$ cat src/hdl/crcg_pkg.sv
`default_nettype none
package crcg_pkg;

  localparam int FRAC_BITS = 16;

  localparam int POS_W   = 32;
  localparam int DIFF_W  = 33;
  localparam int MAG_W   = 33;
  localparam int SQ_W    = 65;
  localparam int SUM_W   = 66;
  localparam int ROOT_W  = 33;
  localparam int REM_W   = 36;
  localparam int DREM_W  = 34;
  localparam int DEPTH_W = 33;
  localparam int REST_W  = 17;
  localparam int IDX_W   = 2;

  localparam logic [REST_W-1:0] REST_ONE   = 17'd65536;
  localparam logic [DEPTH_W-1:0] REST_INIT = 33'd65536;
  localparam logic LINK_ROD = 1'b1;

  typedef enum logic [IDX_W-1:0] {
    REG_LINK_KIND   = 2'd0,
    REG_REST_LENGTH = 2'd1,
    REG_RESTITUTION = 2'd2
  } cfg_reg_t;

  typedef struct packed {
    logic                  valid;
    logic [2:0]            sign;
    logic [2:0][MAG_W-1:0] mag;
  } sq_ctl_t;

  typedef struct packed {
    logic               valid;
    logic               flip;
    logic [2:0]         sign;
    logic [ROOT_W-1:0]  span;
    logic [DEPTH_W-1:0] depth;
    logic [REST_W-1:0]  rest;
  } div_ctl_t;

endpackage
`default_nettype wire

$ cat src/hdl/crcg_div_cell.sv
`default_nettype none
module crcg_div_cell import crcg_pkg::*; #(
  parameter int Q_W   = 17,
  parameter bit FIRST = 1'b0
) (
  input  wire logic                   clk,
  input  wire logic                   rst,
  input  wire logic                   en,
  input  wire div_ctl_t               ctl_in,
  input  wire logic [2:0][DREM_W-1:0] rem_in,
  input  wire logic [2:0][Q_W-1:0]    q_in,
  output div_ctl_t                    ctl_out,
  output logic [2:0][DREM_W-1:0]      rem_out,
  output logic [2:0][Q_W-1:0]         q_out
);

  logic [2:0][DREM_W-1:0] t;
  logic [2:0][DREM_W-1:0] rem_next;
  logic [2:0]             fit;
  logic [DREM_W-1:0]      divisor;

  // One quotient bit per lane; the top bit compares the unshifted magnitude.
  always_comb begin
    divisor = {{(DREM_W-ROOT_W){1'b0}}, ctl_in.span};
    for (int i = 0; i < 3; i++) begin
      t[i]        = FIRST ? rem_in[i] : {rem_in[i][DREM_W-2:0], 1'b0};
      fit[i]      = t[i] >= divisor;
      rem_next[i] = fit[i] ? t[i] - divisor : t[i];
    end
  end

  always_ff @(posedge clk) begin
    if (rst) begin
      ctl_out.valid <= 1'b0;
    end else if (en) begin
      ctl_out.valid <= ctl_in.valid;
    end
  end

  always_ff @(posedge clk) begin
    if (en) begin
      ctl_out.flip  <= ctl_in.flip;
      ctl_out.sign  <= ctl_in.sign;
      ctl_out.span  <= ctl_in.span;
      ctl_out.depth <= ctl_in.depth;
      ctl_out.rest  <= ctl_in.rest;
      rem_out       <= rem_next;
      for (int i = 0; i < 3; i++) begin
        q_out[i] <= {q_in[i][Q_W-2:0], fit[i]};
      end
    end
  end

endmodule
`default_nettype wire

$ cat config.mk
export PLATFORM = sky130hd
export DESIGN_NAME = crcg_div_cell
export DESIGN_NICKNAME = d
export VERILOG_FILES = /design/src/hdl/crcg_pkg.sv /design/src/hdl/crcg_div_cell.sv
export SDC_FILE = /design/constraint.sdc
export NUM_CORES = 1
export LEC_CHECK = 0
export BUFFER_PORTS_ARGS = -buffer_cell sky130_fd_sc_hd__buf_2
export CAP_MARGIN = 20
export CORE_MARGIN = 5
export CORE_UTILIZATION = 45
export CTS_BUF_LIST = sky130_fd_sc_hd__clkbuf_4 sky130_fd_sc_hd__clkbuf_8 sky130_fd_sc_hd__clkbuf_16
export DETAILED_ROUTE_END_ITERATION = 10
export GPL_TIMING_DRIVEN = 0
export PLACE_DENSITY_LB_ADDON = 0.08
export REMOVE_ABC_BUFFERS = 1
export SYNTH_ARGS = -nofsm -noshare
export SYNTH_HDL_FRONTEND = slang
export SYNTH_SLANG_ARGS = --single-unit
export TNS_END_PERCENT = 100
$ cat constraint.sdc
create_clock -name clk -period 8.3 [get_ports clk]
set_clock_uncertainty 0.05 [all_clocks]
set_input_delay 1.66 -clock clk [delete_from_list [all_inputs] [get_ports clk]]
set_output_delay 1.66 -clock clk [all_outputs]
set_load 0.005 [all_outputs]
==> reports/qor.txt, run 1 <==
Status -> completed
Post-synthesis simple-gate area fraction -> 0.1117
Final setup fails -> 0
Clk_lat worst skew -> 0.53 ns
Slowest stage cell, crit path -> nor3_1
Total grt overflow -> 0
Worst path cell trace -> buf_2, inv_1, ha_1, nand3_1, or3_1, nor3_1, a311oi_1, o21a_1, a21boi_2, buf_8, inv_2, o211ai_1, xnor2_1
Min-Delay Path Class -> reg2reg
Post-synthesis cell type count -> 85
CTS Sinks -> 241
Global-route wire length before repair -> 66600 µm
Filler cell count -> 2775
Critical Path Fanout Max -> 37
WL per Instance -> 20.68 µm
Initial cell density of the core -> 0.4567
CTS tree -> done
Setup Crit Path Kind -> in2reg
Max frequency -> 202.2 MHz
Remaining DRCs -> 0
Clock power frac -> 0.349
Seq pwr share -> 0.418
Crit-path max cell delay -> 0.51 ns
Synth Area in Adders -> 0.09273
Post-DP HPWL -> 35680 µm
Slack of the worst reg-to-reg path -> 7.65 ns
Xor/xnor share of the synthesized area -> 0.04815
Post-CTS setup repair buffer count -> 0
Worst EP arrival -> 5.17 ns
Combinational share of power -> 0.233
Synth Area in Compound Gates -> 0.1852
Area delta synth->final -> 27.17%
Most frequent cells in the layout -> buf_2 (477), edfxtp_1 (240), a21oi_1 (107), ha_1 (99), nand2_1 (98)
Setup TNS -> 0 ns
Yosys reg bits -> 241
Switching power total -> 0.001024 W
Critical Path Sink Type -> register
Actual slew at the worst max-slew pin -> 0.9198 ns
Final worst-path cycle share -> 0.5958
Sequential share of the synthesized area -> 0.5160
Most common flop cell mapped by yosys -> edfxtp_1
Top cell type's share of synthesized area -> 0.5146
Critical Path Start Type -> input port
Total GRT Usage -> 0.2418
Reg clk slew, reported paths -> 0.06 ns
Cell Pwr Density -> 206.5 nW/µm²
Hold slack -> 0.4655 ns
Vias in the first global route -> 11150
Main combinational cell family by area after synthesis -> compound AO/OA/AOI/OAI gates
Die width -> 186.4 µm
Sw frac -> 0.2784
WP buf/inv -> 4
Share of cells above drive strength 1 -> 0.3425
Iteration-0 DRC count of the detailed router -> 525
Pin count of the biggest net entering global routing -> 131
TritonRoute pass-1 iters -> 5
Required time of the critical path -> 8.52 ns
Port bufs -> 478
Worst IR Drop VDD -> 144.7 µV
Area post-placement -> 16820 µm²
Yosys warnings -> 0
Hold_buf cts -> 0
H-tree depth -> 1
Async set or reset register ratio after synthesis -> 0
Syn_area_per_cell -> 11.30 µm²
Post-Route WL -> 44350 µm
Mapped Area -> 14010 µm²
Core Region -> 30670 µm²
Tmin final -> 4.945 ns
Routed vias/inst -> 5.384
Relative slew margins -> 0.3868
Most common cell after layout, fill and taps aside -> buf_2
Final hold vios -> 0
Final total power -> 0.003677 W
Gate Count Post-Synth -> 1240
Placer's final routability congestion estimate -> 0.9070
CTS root buf -> clkbuf_16
Maxcap violations -> 0
P_leak -> 7.784 nW
RSZ-0062 raised after global routing -> false
Clock tree buffer depth -> 3
Mux contribution to synthesized area -> 0.01474
Cell internal pwr -> 0.002654 W
Row count -> 64
Worst path top cell family by delay -> simple AND/OR/NAND/NOR gates
EDFF count, synth -> 240
Vias -> 11550
Antenna-violating nets left -> 0
Cts repair resizes -> 0
Slew Viols, Final -> 0
Total Nets Final -> 2064
Initial antenna violation count -> 15
Die Y -> 186.4 µm
Synth area leader -> edfxtp_1
Top-level port count -> 485
Num CTS Buffers -> 28
Top area cells in the synthesized netlist -> edfxtp_1 (51%), ha_1 (8.8%), a21oi_1 (3.8%), o21ai_0 (3.0%), nand2_1 (2.6%)
Die Area -> 34750 µm²
Final Cell Area -> 17810 µm²
==> cells by family (layout without fill, tap and decap cells) <==
| family | Yosys count | after routing |
|---|---|---|
| and+or+nand+nor | 324 | 324 |
| other | 0 | 9 |
| DFF | 241 | 241 |
| AOI/OAI and AO/OA | 382 | 382 |
| muxes | 15 | 15 |
| buffers and inverters | 99 | 599 |
| adders and majority gates | 102 | 102 |
| xor gates and xnor gates | 77 | 77 |
==> worst paths after layout <==
path | endpoint | startpoint | cells past startpoint
max | rem_out[67] | ctl_in[60] | 13
min | ctl_out[87] | ctl_out[87] | 2
max reg2reg | ctl_out[87] | ctl_out[87] | 2
min reg2reg | ctl_out[87] | ctl_out[87] | 2
==> cell type report <==
type	instances	area, µm²	area share
Antenna cell	9	22.52	0.001264
Clock inverter	20	220.2	0.01236
Sequential cell	241	7227	0.4058
Tap cell	396	495.5	0.02782
Multi-Input combinational cell	900	6345	0.3562
Inverter	64	240.2	0.01349
Clock buffer	32	748.2	0.04201
Timing Repair Buffer	483	2512	0.1411
==> metrics by stage <==
step / setup WS [ns] / util / std cells
floorplan: 2.754 / - / 1205
global placement: 1.577 / 0.5443 / 2079
detailed placement: 2.841 / 0.5484 / 2084
CTS: 3.409 / 0.5800 / 2136
global route: 3.209 / 0.5807 / 2144
finish: 3.355 / 0.5807 / 2145
==> metal layers <==
layer	vias up	track usage	wire length, µm	part of all wire
li1	5633	-	-	-
met1	5422	0.2932	17240	0.39
met2	401	0.4150	22230	0.50
met3	79	0.05774	3149	0.071
met4	14	0.09797	1651	0.037
met5	-	0	77	0.0017
==> synthesized netlist by cell type, types with 5 or more instances <==
cell type,number
a31oi_1,10
nor3_1,16
o21ai_2,6
a21oi_1,107
nor2_1,82
o31ai_1,11
o21bai_1,10
and4_1,6
nand2b_1,23
buf_6,7
buf_2,9
ha_1,99
xor2_1,41
nand2_1,98
nand3_1,23
clkbuf_1,16
and2_1,7
edfxtp_1,240
o21ai_0,85
nand4_1,12
a21oi_2,12
nor2_2,9
a211oi_1,11
a21o_1,43
o21ai_1,5
or3_1,5
o211ai_1,8
o21a_1,18
nor4_1,6
mux2_4,11
nor2b_1,17
xnor2_1,36
inv_1,62
==> power groups by stage <==
stage                     combinational (W)  clock, W  sequential [W]
final                              0.000856   0.00128         0.00154
after global routing               0.000942   0.00137         0.00155
after CTS                          0.000861   0.00132         0.00154
after detailed placement           0.000856         0         0.00156
after global placement             0.000842         0         0.00157
after floorplan                    0.000457         0         0.00159
==> state kept, by name, summed over array words and instances, names as in the netlist <==
signal,flops
ctl_out,88
q_out,51
rem_out,102
==> worst min-delay path, stage by stage (launching register included) <==
cell	delay (ns)
dfxtp_1	0.33
mux2i_1	0.07
nor2_1	0.08
Power figures use the tool's default switching activity.
==> run 2, diff against run 1 <==
Settings changed: ABC_AREA from default to 1.
Clock period 8.3 ns to 4.02 ns, I/O delays scaled along.
==> reports/qor.txt, run 2 <==
Status -> completed
Top-level port count -> 485 (unchanged)
Top cell type's share of synthesized area -> 0.4358 (-0.07879)
Iteration-0 DRC count of the detailed router -> 865 (+65%)
Area delta synth->final -> 21.90%
Slowest stage cell, crit path -> inv_1
Share of cells above drive strength 1 -> 0.2233 (-0.1193)
P_leak -> 10.76 nW (+38%)
Post-Route WL -> 54820 µm (+24%)
Most frequent cells in the layout -> nand2_1 (920), buf_2 (477), inv_1 (349), edfxtp_1 (240), nor2_1 (161)
Setup Crit Path Kind -> in2reg
Most common cell after layout, fill and taps aside -> nand2_1
Required time of the critical path -> 4.27 ns (-4.25 ns)
Relative slew margins -> 0.3203 (-0.06652)
Vias -> 15510 (+34%)
Post-synthesis cell type count -> 39 (-54%)
Slew Viols, Final -> 0 (unchanged)
Worst EP arrival -> 3.34 ns (-1.83 ns)
Top-count cell post-synth -> nand2_1
Clock tree buffer depth -> 3 (unchanged)
WP buf/inv -> 2 (-2)
Critical Path Sink Type -> register
Worst IR Drop VDD -> 363.6 µV (+150%)
Final Cell Area -> 20160 µm² (+13%)
Worst path top cell family by delay -> simple AND/OR/NAND/NOR gates
Max frequency -> 324.3 MHz
Critical Path Fanout Max -> 15 (-59%)
Port bufs -> 478 (unchanged)
Core Region -> 36430 µm² (+19%)
H-tree depth -> 1 (unchanged)
Most common flop cell mapped by yosys -> edfxtp_1
Worst Setup SP -> ctl_in[50]
Top area cells in the synthesized netlist -> edfxtp_1 (44%), nand2_1 (21%), inv_1 (7.9%), ha_1 (7.5%), nor2_1 (3.7%)
Crit-path max cell delay -> 0.77 ns (+0.26 ns)
Global-route wire length before repair -> 83520 µm (+25%)
Antenna-violating nets left -> 0 (unchanged)
Cell Pwr Density -> 369.5 nW/µm² (+79%)
Tmin final -> 3.083 ns
Placer's final routability congestion estimate -> 0.9451 (+4.2%)
Critical Path Start Type -> input port
Min-Delay Path Class -> in2reg
CTS tree -> done
Setup TNS -> 0 ns (unchanged)
Vias in the first global route -> 15290 (+37%)
Post-synth top cells -> nand2_1 (920), inv_1 (349), edfxtp_1 (240)
Total GRT Usage -> 0.2605 (+0.01870)
Worst path cell trace -> buf_2, inv_1, nand3_1, nor2_1, nor2_1, o21ai_0, nand2_1, nand2_1, nand2_1, nand3_1, nand2_1
Cts repair resizes -> 0 (unchanged)
Critical Path End -> rem_out[29]
Post-layout util -> 0.5533 (-0.02741)
Die width -> 201.7 µm (+8.2%)
Remaining DRCs -> 0 (unchanged)
WL per Instance -> 17.38 µm (-16%)
Die Y -> 201.7 µm (+8.2%)
Biggest regs -> rem_out: 102 flops, ctl_out: 88 flops, q_out: 51 flops
Row count -> 70 (+9.4%)
CTS Sinks -> 241 (unchanged)
Final worst-path cycle share -> 0.7670
Syn_area_per_cell -> 7.600 µm² (-33%)
Clk_lat worst skew -> 0.55 ns (+0.02 ns)
Async set or reset register ratio after synthesis -> 0 (unchanged)
Max FFs per register -> 102 (unchanged)
Yosys warnings -> 0 (unchanged)
Final total power -> 0.007450 W (+100%)
Routed vias/inst -> 4.916 (-8.7%)
Total Nets Final -> 3010 (+46%)
Crit path depth -> 11 (-2)
EDFF count, synth -> 240 (unchanged)
Pin count of the biggest net entering global routing -> 129 (-1.5%)
Yosys reg bits -> 241 (unchanged)
Actual slew at the worst max-slew pin -> 1.018 ns (+0.09866 ns)
Num CTS Buffers -> 26 (-7.1%)
CTS root buf -> clkbuf_16
Largest register by flop count -> rem_out
Slack of the worst reg-to-reg path -> 3.35 ns (-4.30 ns)
Total grt overflow -> 0 (unchanged)
Die Area -> 40680 µm² (+17%)
R2r worst-path depth -> 2 (unchanged)
Hold_buf cts -> 0 (unchanged)
Critical path's most frequent cell -> nand2_1
Reg clk slew, reported paths -> 0.06 ns (about the same)
Final hold vios -> 0 (unchanged)
Post-CTS setup repair buffer count -> 0 (unchanged)
Mapped Area -> 16540 µm² (+18%)
Area post-placement -> 19340 µm² (+15%)
Reg2reg start -> ctl_out[87]
Sequential share of the synthesized area -> 0.4370 (-0.07901)
TritonRoute pass-1 iters -> 5 (unchanged)
Post-DP HPWL -> 45830 µm (+28%)
RSZ-0062 raised after global routing -> false
Maxcap violations -> 0 (unchanged)
Gate Count Post-Synth -> 2176 (+75%)
Critical R2R Capture -> ctl_out[87]
Initial antenna violation count -> 2 (-13)
Initial cell density of the core -> 0.4539 (-0.002759)
Synth area leader -> edfxtp_1
Final setup fails -> 0 (unchanged)
-- run 2: changes by cell type in the layout (fill, tap and decap cells not counted), sizes merged, moves of 13 or more --
cell    previous run  this run
o21a              18         3
xnor2             36         8
a21oi            120        76
o21ai             96        25
nand3b             2        20
a211oi            13         0
inv               66       356
nand2             98       946
nand2b            23         0
a21o              43         3
nand3             23        92
nor2              91       182
nor2b             17         0
-- run 2: worst reg2reg max path, delay by kind of cell, from the launching register on --
family,cells,cell delay [ns]
flip-flops,1,0.30
multiplexers,1,0.15
AND/OR/NAND/NOR,1,0.06
-- run 2: logic make-up (layout without fill, tap and decap cells) --
group / Yosys count / after routing / synth area share
compound gates: 120 / 120 / 0.04010
mux: 1 / 1 / 0.0006053
simple gates: 1290 / 1290 / 0.3251
flops: 241 / 241 / 0.4370
other cells: 0 / 3 / 0
xor+xnor: 48 / 48 / 0.02542
fa+ha+maj: 102 / 102 / 0.07853
buf+inv: 374 / 881 / 0.09328
-- run 2: worst min-delay path by stage --
stage	start	end	slack, ns	cells after the start
detailed placement	ctl_out[87]	ctl_out[87]	0.44	2
global placement	ctl_out[87]	ctl_out[87]	0.42	2
global route	q_in[32]	q_out[33]	0.34	1
finish	rst	ctl_out[87]	0.37	2
CTS	ctl_in[32]	ctl_out[32]	0.33	1
floorplan	ctl_out[87]	ctl_out[87]	0.43	2
-- run 2: per-layer routing --
| metal | GRT usage | share of wire | vias to the layer above |
|---|---|---|---|
| met5 | 0 | 0 | - |
| met4 | 0.07178 | 0.027 | 0 |
| met3 | 0.03062 | 0.045 | 86 |
| met2 | 0.4739 | 0.50 | 429 |
| met1 | 0.3277 | 0.42 | 7146 |
| li1 | - | - | 7845 |
-- run 2: cell type report --
class                   count  area, µm²
clock buffers              35      718.2
repair buffers            479       2430
diodes                      3      7.507
clock inverters            12      91.34
multi-input cells        1561       7769
well taps                 468      585.6
flip-flops and latches    241       7227
fillers                  3621      16270
inverters                 355       1333
-- run 2: per-stage QoR --
| step | hold WS (ns) | instances | setup WS [ns] |
|---|---|---|---|
| 2_1_floorplan | 0.4350 | 2157 | 1.454 |
| 3_3_place_gp | 0.4201 | 3103 | -1.151 |
| 3_5_place_dp | 0.4378 | 3104 | 0.3442 |
| 4_1_cts | 0.3345 | 3151 | 0.9173 |
| 5_1_grt | 0.3438 | 3153 | 0.7628 |
| 6_report | 0.3659 | 3154 | 0.9368 |
-- run 2: power by group --
group | leakage (nW) | internal, W | switching, W
combinational | 8.00 | 0.000740 | 0.00128
clock | 0.398 | 0.00126 | 0.000978
sequential | 2.36 | 0.00312 | 0.0000680
