===== src/hdl/crcg_pkg.sv =====
`default_nettype none
package crcg_pkg;

  localparam int FRAC_BITS = 16;

  localparam int POS_W   = 32;
  localparam int DIFF_W  = 33;
  localparam int MAG_W   = 33;
  localparam int SQ_W    = 65;
  localparam int SUM_W   = 66;
  localparam int ROOT_W  = 33;
  localparam int REM_W   = 36;
  localparam int DREM_W  = 34;
  localparam int DEPTH_W = 33;
  localparam int REST_W  = 17;
  localparam int IDX_W   = 2;

  localparam logic [REST_W-1:0] REST_ONE   = 17'd65536;
  localparam logic [DEPTH_W-1:0] REST_INIT = 33'd65536;
  localparam logic LINK_ROD = 1'b1;

  typedef enum logic [IDX_W-1:0] {
    REG_LINK_KIND   = 2'd0,
    REG_REST_LENGTH = 2'd1,
    REG_RESTITUTION = 2'd2
  } cfg_reg_t;

  typedef struct packed {
    logic                  valid;
    logic [2:0]            sign;
    logic [2:0][MAG_W-1:0] mag;
  } sq_ctl_t;

  typedef struct packed {
    logic               valid;
    logic               flip;
    logic [2:0]         sign;
    logic [ROOT_W-1:0]  span;
    logic [DEPTH_W-1:0] depth;
    logic [REST_W-1:0]  rest;
  } div_ctl_t;

endpackage
`default_nettype wire


===== src/hdl/crcg_sqrt_cell.sv =====
`default_nettype none
module crcg_sqrt_cell import crcg_pkg::*; (
  input  wire logic              clk,
  input  wire logic              rst,
  input  wire logic              en,
  input  wire sq_ctl_t           ctl_in,
  input  wire logic [SUM_W-1:0]  rad_in,
  input  wire logic [REM_W-1:0]  rem_in,
  input  wire logic [ROOT_W-1:0] root_in,
  output sq_ctl_t                ctl_out,
  output logic [SUM_W-1:0]       rad_out,
  output logic [REM_W-1:0]       rem_out,
  output logic [ROOT_W-1:0]      root_out
);

  logic [REM_W-1:0] rem_sh;
  logic [REM_W-1:0] trial;
  logic             fits;

  // Bring down the next two radicand bits and try appending a one to the root.
  always_comb begin
    rem_sh = {rem_in[REM_W-3:0], rad_in[SUM_W-1:SUM_W-2]};
    trial  = {{(REM_W-ROOT_W-2){1'b0}}, root_in, 2'b01};
    fits   = rem_sh >= trial;
  end

  always_ff @(posedge clk) begin
    if (rst) begin
      ctl_out.valid <= 1'b0;
    end else if (en) begin
      ctl_out.valid <= ctl_in.valid;
    end
  end

  always_ff @(posedge clk) begin
    if (en) begin
      ctl_out.sign <= ctl_in.sign;
      ctl_out.mag  <= ctl_in.mag;
      rad_out      <= {rad_in[SUM_W-3:0], 2'b00};
      rem_out      <= fits ? rem_sh - trial : rem_sh;
      root_out     <= {root_in[ROOT_W-2:0], fits};
    end
  end

endmodule
`default_nettype wire


===== config.mk =====
export PLATFORM = sky130hd
export DESIGN_NAME = crcg_sqrt_cell
export DESIGN_NICKNAME = d
export VERILOG_FILES = /design/src/hdl/crcg_pkg.sv /design/src/hdl/crcg_sqrt_cell.sv
export SDC_FILE = /design/constraint.sdc
export NUM_CORES = 1
export LEC_CHECK = 0
export BUFFER_PORTS_ARGS = -buffer_cell sky130_fd_sc_hd__buf_4
export CAP_MARGIN = 20
export CORE_AREA = 4 4 182 184
export CTS_CLUSTER_SIZE = 12
export DETAILED_ROUTE_END_ITERATION = 10
export DIE_AREA = 0 0 186 188
export PLACE_DENSITY_LB_ADDON = 0.2
export SLEW_MARGIN = 20
export SYNTH_ARGS = -nofsm -noshare
export SYNTH_HDL_FRONTEND = slang
export SYNTH_SLANG_ARGS = --single-unit
export TNS_END_PERCENT = 10

===== constraint.sdc =====
create_clock -name clk -period 3.3 [get_ports clk]
set_input_delay 0.66 -clock clk [delete_from_list [all_inputs] [get_ports clk]]
set_output_delay 0.66 -clock clk [all_outputs]
set_load 0.01 [all_outputs]

==> summary.txt, run 1 <==
crit-path cells: buf_4 > inv_1 > ha_1 > and4_1 > and3_1 > and2b_1 > nand2_1 > o211a_4 > o31a_4 > o211a_4 > inv_8 > buf_12 > mux2_4
FFs w/ async S/R, synth: 0
status: completed
H-Tree Depth: 1
Main synth FF type: edfxtp_1
share of layout cells above drive strength 1: 0.543
Crit path max-delay family: compound AO/OA/AOI/OAI gates
Pre-antenna DRT Iters: 6
Final Skew: 0 ps
mux contribution to synthesized area: 0.0499
Die W: 186 µm
Fin. Hold Viols: 0
CP Buf/Inv Count: 4
Core Area: 31400 µm²
logic gate share of total power: 0.195
xor-xnor portion of the synthesized cell area: 0.0278
Setup Viol. Count Final: 0
Worst EP required: 3560 ps
Worst Setup Path Type: in2reg
multi-input logic area: 2440 µm²
max cap viols: 0
vias after detailed routing: 6938
clock share of power: 0.350
crit share post-route: 0.918
remaining global-route overflow: 0
Total GRT Usage: 0.163
Worst VDD drop: 0.320 mV
internal power: 6.22 mW
number of global-route vias before repair: 7102
switching power total: 1.91 mW
total CTS buffers: 27
Seq/Total Area, Yosys: 0.726
cts repair resizes: 0
ant diodes: 0
postcts setup bufs: 0
Leakage: 6.67 nW
row count: 65
vias per cell: 4.44
Post-synth EDFFs: 235
routability cong.: 0.784
die area: 35000 µm²
adder-cell share of the synthesized area: 0.0449
Syn Area/Cell: 16.6 µm²
TritonCTS clock tree: yes
Sw Share: 0.235
clk_lat worst skew: 530 ps
#FFs+latches synth: 236
WL per Instance: 19.5 µm
Synth top area share: 0.724
slowest stage cell on the critical path: ha_1
clock-pin slew on the worst setup and hold paths: 60 ps
Max Clock Freq: 330 MHz
DRC: 0
largest net degree at the start of global routing: 77
top post-synthesis cells by area: edfxtp_1 72%, ha_1 4.5%, mux2_4 4.0%
Least-Margin Pin Slew: 672 ps
post-route ant nets: 0
Slew headroom: 0.552
worst stage delay on the critical path: 410 ps
unrepaired setup endpoints after global routing: no
main combinational cell family by area after synthesis: compound AO/OA/AOI/OAI gates
top-count cell post-synth: edfxtp_1
min-delay worst type: in2reg
# IOs: 479
CP most frequent cell: o211a_4
first-pass GRT wire length: 43900 µm
Final Instance Count excl. Fillers: 1564
DRT Wirelength: 30600 µm
Yosys warning count: 0
PortBufs: 474
pwr dens: 536 nW/µm²
Distinct cells, synth: 65
Slew Viols, Final: 0
dpl cells: 1519
Tot Pwr: 8.14 mW
Worst EP arrival: 3290 ps
Synth Instances: 587
Synth Cell Area: 9750 µm²
CP Capture Type: flop
Final Net Count: 1422
post-synthesis compound-gate area fraction: 0.0735
Filler cells: 2838
final core occ: 0.483
post-synthesis simple-gate area fraction: 0.0472
root buffer cell: clkbuf_16
initial drt markers: 282
Reg power frac: 0.455
Max Root-Sink Buffers: 3
Seq. cell area: 7080 µm²
fin crit period: 3030 ps
cell type with the largest total area after synthesis: edfxtp_1
Area growth, synth to finish: 55.5%
most frequent cells after synthesis: 235 x edfxtp_1, 47 x inv_1, 35 x ha_1
initial antenna violation count: 0
CP Launch Type: input port
Initial Utilization: 0.311
DP HPWL: 24500 µm
critical path peak fanout: 10
die height: 188 µm
hold_buf cts: 0
clk sink count: 236
-- cell usage in the layout, fill, tap and decap left out, drive strengths merged, types with 3 or more instances in the layout --
master	count
o21ai	19
o21bai	4
o211a	3
clkinv	6
clkbuf	35
xnor2	18
mux2	31
and2	4
and3	6
ha	35
mux2i	4
inv	48
bufinv	3
a21oi	30
a21o	10
xor2	13
nor2	16
nand3	9
or2	4
nor3	7
edfxtp	235
buf	540
nand4	7
o21a	7
nand2	27
o211ai	5
-- metal layers --
layer	GRT usage	up-vias	part of all wire	wire length, µm
met2	0.300	293	0.53	16100
li1	-	3354	-	-
met4	0.0499	0	0.031	941
met3	0.0532	59	0.095	2910
met1	0.177	3232	0.35	10600
met5	0	-	0	0
-- stage by stage --
stage          TNS, ps  worst slack [ps]  hold WS, ps  cell area [µm²]
2_1_floorplan        0              6.29          528             9810
3_3_place_gp     -5690              -205          481            14300
3_5_place_dp     -7680              -269          500            14300
4_1_cts              0               275          252            15200
5_1_grt              0               167          255            15200
6_report             0               271          278            15200
-- final cells by class --
cell class | instances | area share
Clock buffer | 35 | 0.0465
Clock inverter | 10 | 0.00816
Inverter | 48 | 0.0124
Multi-Input combinational cell | 293 | 0.161
Sequential cell | 236 | 0.466
Tap cell | 402 | 0.0332
Timing Repair Buffer | 540 | 0.273
-- path summary, 6_finish.rpt --
kind,from,endpoint,slack (ps),depth (start not counted)
max,root_in[22],rem_out[16]$_DFFE_PP_,270,13
min,rst,ctl_out[102]$_SDFFE_PP0P_,280,2
max reg2reg,ctl_out[102]$_SDFFE_PP0P_,ctl_out[102]$_SDFFE_PP0P_,2690,2
min reg2reg,ctl_out[102]$_SDFFE_PP0P_,ctl_out[102]$_SDFFE_PP0P_,530,2
-- flip-flops by register name, indices dropped and copies added, names as in the netlist --
register,cells
ctl_out,103
rad_out,64
rem_out,36
root_out,33
-- logic make-up (layout without fill, tap and decap cells) --
group	after synthesis	after routing
AO/OA/AOI/OAI	99	99
AND/OR/NAND/NOR	91	91
buffers and inverters	59	633
flip-flops	236	236
other	1	2
multiplexers	35	35
XOR/XNOR	31	31
adder cells (fa/ha/maj)	35	35
-- power by group through the flow --
stage               logic (mW)  clock network [mW]  registers (mW)
CTS                       1.62                2.95            3.70
detailed placement        1.62                   0            3.76
global placement          1.61                   0            3.76
global route              1.72                3.11            3.72
floorplan                0.520                   0            3.91
finish                    1.59                2.85            3.70
-- worst register-to-register path: cells and delay by family (launching register included) --
kind,cells,cell delay [ps]
DFF,1,320
muxes,1,140
and+or+nand+nor,1,50
Note: power is estimated with default switching activity, not from simulation.
==> run 2, diff against run 1 <==
--- a/config.mk
+++ b/config.mk
@@ -7,10 +7,10 @@
 export LEC_CHECK = 0
 export BUFFER_PORTS_ARGS = -buffer_cell sky130_fd_sc_hd__buf_4
 export CAP_MARGIN = 20
-export CORE_AREA = 4 4 182 184
+export CORE_AREA = 4 4 185 187
 export CTS_CLUSTER_SIZE = 12
 export DETAILED_ROUTE_END_ITERATION = 10
-export DIE_AREA = 0 0 186 188
+export DIE_AREA = 0 0 189 191
 export PLACE_DENSITY_LB_ADDON = 0.2
 export SLEW_MARGIN = 20
 export SYNTH_ARGS = -nofsm -noshare
==> constraint.sdc (replaced) <==
create_clock -name clk -period 3 [get_ports clk]
set_input_delay 0.6 -clock clk [delete_from_list [all_inputs] [get_ports clk]]
set_output_delay 0.6 -clock clk [all_outputs]
set_load 0.01 [all_outputs]
==> run 2 against run 1 <==
  * Sequential share of layout area decreased by 0.82 points
  * Highest routed layer unchanged
  * Clock-buffer cell count fell by 3
  * Utilization decreased by 0.74 points
  * Global-route usage shrank 0.24 points
  * Die area is 3.2% higher
  * Critical path type unchanged
  * Worst setup slack got worse by 180 ps
==> summary.txt, run 2 (same netlist as run 1, synthesis figures left out) <==
critical path peak fanout: 13
Critical Path End: rem_out[30]$_DFFE_PP_
min-delay worst type: in2reg
Total Neg Setup Slack: 0 ps
# IOs: 479
Slew headroom: 0.664
Leakage: 6.80 nW
remaining global-route overflow: 0
R2R setup slack: 2420 ps
Stages on worst setup path: 13
CP Capture Type: flop
DP HPWL: 25200 µm
Final Instance Count excl. Fillers: 1634
Hold Path Cell Cnt: 2
fin crit period: 2910 ps
placed cell area: 14600 µm²
CP Launch Type: input port
first-pass GRT wire length: 45000 µm
largest net degree at the start of global routing: 58
H-Tree Depth: 1
pwr dens: 586 nW/µm²
Setup Viol. Count Final: 0
CP Buf/Inv Count: 4
postcts setup bufs: 0
routability cong.: 0.824
Worst EP required: 3270 ps
clock-pin slew on the worst setup and hold paths: 60 ps
Worst Setup Path Type: in2reg
Largest regs: ctl_out: 103 flops, rad_out: 64 flops, rem_out: 36 flops
hold slack: 229 ps
pre-CTS setup slack: -515 ps
slowest stage cell on the critical path: mux2_4
max reg flops: 103
Pre-antenna DRT Iters: 4
Worst EP arrival: 3170 ps
crit share post-route: 0.969
Critical path origin: root_in[0]
worst stage delay on the critical path: 300 ps
Slew Viols, Final: 0
GR peak layer: met2
Crit Reg-Reg Startpoint: ctl_out[102]$_SDFFE_PP0P_
Final Skew: 0 ps
row count: 66
status: completed
WL per Instance: 19.1 µm
vias per cell: 4.30
Final Net Count: 1447
Crit path max-delay family: compound AO/OA/AOI/OAI gates
met3 usage in global routing: 0.0473
final core occ: 0.476
die height: 191 µm
total CTS buffers: 27
setup ws final: 91.7 ps
met2 usage in global routing: 0.314
vias after detailed routing: 7030
clk sink count: 236
DRC: 0
Total GRT Usage: 0.161
Max Clock Freq: 344 MHz
Die W: 189 µm
number of global-route vias before repair: 7279
initial antenna violation count: 1
post-route cell area: 15400 µm²
clk_lat worst skew: 520 ps
dpl cells: 1584
unrepaired setup endpoints after global routing: no
max cap viols: 0
die area: 36100 µm²
PortBufs: 474
Reg with most FFs: ctl_out
Initial Utilization: 0.301
Max Root-Sink Buffers: 3
root buffer cell: clkbuf_16
DRT Wirelength: 31300 µm
GRT met1 Usage: 0.172
post-route ant nets: 0
Least-Margin Pin Slew: 504 ps
Area growth, synth to finish: 58.3%
share of layout cells above drive strength 1: 0.557
Tot Pwr: 9.05 mW
initial drt markers: 251
Worst VDD drop: 0.337 mV
worst reg2reg path depth: 2
terminus of the critical flop-to-flop path: ctl_out[102]$_SDFFE_PP0P_
Core Area: 32500 µm²
crit-path cells: buf_4 > inv_8 > ha_4 > and2b_2 > o311ai_4 > a32oi_2 > a41oi_4 > o211a_4 > o31a_4 > o211a_4 > inv_8 > buf_12 > mux2_4
Fin. Hold Viols: 0
most common cell after layout, fill and taps aside: buf_4
TritonCTS clock tree: yes
commonest non-fill, non-tap cells in the layout: 558 x buf_4, 235 x edfxtp_1, 43 x inv_1
## run 2: changes by cell type in the layout (fill, tap and decap cells not counted), sizes merged
| cell | change |
|---|---|
| buf | +25 |
| clkinv | +6 |
| clkbuf | -3 |
| diode | +1 |
| inv | +1 |
## run 2: final cells by class
cell class,count,area [µm²]
timing repair buffer,565,4320
antenna,1,2.50
tap,442,553
clock buffer,32,694
fill,2910,17000
multi-input combinational,293,2440
sequential,236,7080
clock inverter,17,159
inverter,48,195
## run 2: worst reg2reg max path, cell delays in order (launching register included)
cell,delay [ps]
dfxtp_1,310
mux2i_1,120
nor2_1,50
## run 2: layer usage
metal  up-vias  part of all wire
li1       3401                 -
met1      3332              0.35
met2       261              0.55
met3        36             0.079
met4         0             0.018
met5         -                 0
## run 2: what timing repair did
action / CTS / global route
setup endpoints to repair: 0 / 10
gates resized for setup: 0 / 0
hold buffers: 0 / 0
## run 2: worst min-delay path by stage
stage | endpoint | slack (ps) | startpoint
after global routing | ctl_out[97]$_DFFE_PP_ | 210 | ctl_in[97]
after detailed placement | ctl_out[102]$_SDFFE_PP0P_ | 490 | ctl_out[102]$_SDFFE_PP0P_
after floorplan | ctl_out[102]$_SDFFE_PP0P_ | 530 | ctl_out[102]$_SDFFE_PP0P_
after CTS | ctl_out[102]$_SDFFE_PP0P_ | 200 | rst
final | ctl_out[102]$_SDFFE_PP0P_ | 230 | rst
after global placement | ctl_out[102]$_SDFFE_PP0P_ | 480 | ctl_out[102]$_SDFFE_PP0P_
## run 2: report_power, final
group,switching (mW),internal [mW],total (mW)
Combinational,0.795,0.998,1.79
Clock,1.28,1.90,3.18
Sequential,0.0843,3.99,4.07
==> run 3, diff against run 2 <==
--- a/config.mk
+++ b/config.mk
@@ -5,12 +5,12 @@
 export SDC_FILE = /design/constraint.sdc
 export NUM_CORES = 1
 export LEC_CHECK = 0
-export BUFFER_PORTS_ARGS = -buffer_cell sky130_fd_sc_hd__buf_4
 export CAP_MARGIN = 20
-export CORE_AREA = 4 4 185 187
+export CORE_AREA = 4 4 182 184
 export CTS_CLUSTER_SIZE = 12
 export DETAILED_ROUTE_END_ITERATION = 10
-export DIE_AREA = 0 0 189 191
+export DIE_AREA = 0 0 186 188
+export DONT_BUFFER_PORTS = 1
 export PLACE_DENSITY_LB_ADDON = 0.2
 export SLEW_MARGIN = 20
 export SYNTH_ARGS = -nofsm -noshare
==> run 3 against run 2 <==
  * Wire length down 20%
  * Critical path type unchanged
  * Non-clock buffer count decreased by 492
  * Clock power is 8.8% lower
  * Final cell count decreased by 33%
  * First-iteration DRC count grew 6.0%
==> summary.txt, run 3 (same netlist as run 1, synthesis figures left out) <==
postcts setup bufs: 0
Total Neg Setup Slack: 0 ps
initial drt markers: 266
Die W: 186 µm
remaining global-route overflow: 0
Critical path origin: root_in[3]
final core occ: 0.369
pre-CTS setup slack: -370 ps
DRT Wirelength: 25200 µm
pwr dens: 693 nW/µm²
critical path peak fanout: 5
WL per Instance: 23.0 µm
Worst EP arrival: 3170 ps
TritonCTS clock tree: yes
Setup Viol. Count Final: 0
DRC: 0
Total GRT Usage: 0.132
Largest regs: ctl_out: 103 flops, rad_out: 64 flops, rem_out: 36 flops
# IOs: 479
Pre-antenna DRT Iters: 7
Tot Pwr: 8.03 mW
Final Net Count: 954
setup ws final: 189 ps
Worst Setup Path Type: in2reg
Slew headroom: 0.399
post-route ant nets: 0
DP HPWL: 19700 µm
initial antenna violation count: 1
number of global-route vias before repair: 5598
die height: 188 µm
Final Instance Count excl. Fillers: 1094
vias per cell: 4.81
Leakage: 4.38 nW
dpl cells: 1052
min-delay worst type: in2reg
hold_buf cts: 0
Reg with most FFs: ctl_out
crit share post-route: 0.937
total CTS buffers: 26
Least-Margin Pin Slew: 901 ps
Worst VDD drop: 0.356 mV
Core Area: 31400 µm²
max cap viols: 0
CP Capture Type: flop
unrepaired setup endpoints after global routing: no
row count: 65
fin crit period: 2810 ps
Hold Startpoint: rst
post-route cell area: 11600 µm²
clock-pin slew on the worst setup and hold paths: 60 ps
Max Clock Freq: 356 MHz
first-pass GRT wire length: 35000 µm
root buffer cell: clkbuf_16
placed cell area: 10800 µm²
Fin. Hold Viols: 0
vias after detailed routing: 5258
PortBufs: 0
status: completed
commonest non-fill, non-tap cells in the layout: 235 x edfxtp_1, 69 x buf_4, 43 x inv_1
largest net degree at the start of global routing: 237
Final Skew: 0 ps
most common cell after layout, fill and taps aside: edfxtp_1
share of layout cells above drive strength 1: 0.243
routability cong.: 0.793
Max Root-Sink Buffers: 3
Initial Utilization: 0.311
hold slack: 148 ps
Crit Reg-Reg Startpoint: ctl_out[102]$_SDFFE_PP0P_
H-Tree Depth: 1
Slew Viols, Final: 0
Area growth, synth to finish: 18.8%
cts repair resizes: 0
die area: 35000 µm²
clk sink count: 236
max reg flops: 103
CP Launch Type: input port
Worst EP required: 3360 ps
clk_lat worst skew: 520 ps
-- run 3: layer usage --
layer	track usage	part of all wire	wire length, µm
met5	0	0	0
met3	0.0611	0.11	2660
met1	0.127	0.34	8480
met2	0.245	0.53	13300
met4	0.0401	0.028	715
-- run 3: where the power goes --
group	internal (mW)	switching, mW	leakage [nW]
clock network	1.70	1.20	0.371
registers	4.01	0.307	2.31
logic	0.444	0.364	1.70
total	6.16	1.87	4.38
-- run 3: critical path: stages --
cell and delay, ps:
inv_1 20, ha_1 360, buf_4 170, nand4_1 90
a221oi_1 70, buf_4 160, o31ai_2 450, a2bb2oi_1 250
buf_4 150, a21oi_1 90, a311o_1 380, or2_0 190
o21ai_0 160
-- run 3: cell type report --
cell class,count,area (µm²)
repair buffers,73,598
clock inverters,11,83.8
fillers,2948,19800
well taps,402,503
inverters,48,195
multi-input cells,293,2440
flip-flops and latches,236,7080
diodes,1,2.50
clock buffers,30,687
-- run 3: path summary, 6_finish.rpt --
check / end / slack, ps / cells after the start
max: rem_out[35]$_DFFE_PP_ / 190 / 13
min: ctl_out[102]$_SDFFE_PP0P_ / 150 / 1
max reg2reg: ctl_out[102]$_SDFFE_PP0P_ / 2330 / 2
min reg2reg: ctl_out[102]$_SDFFE_PP0P_ / 580 / 2
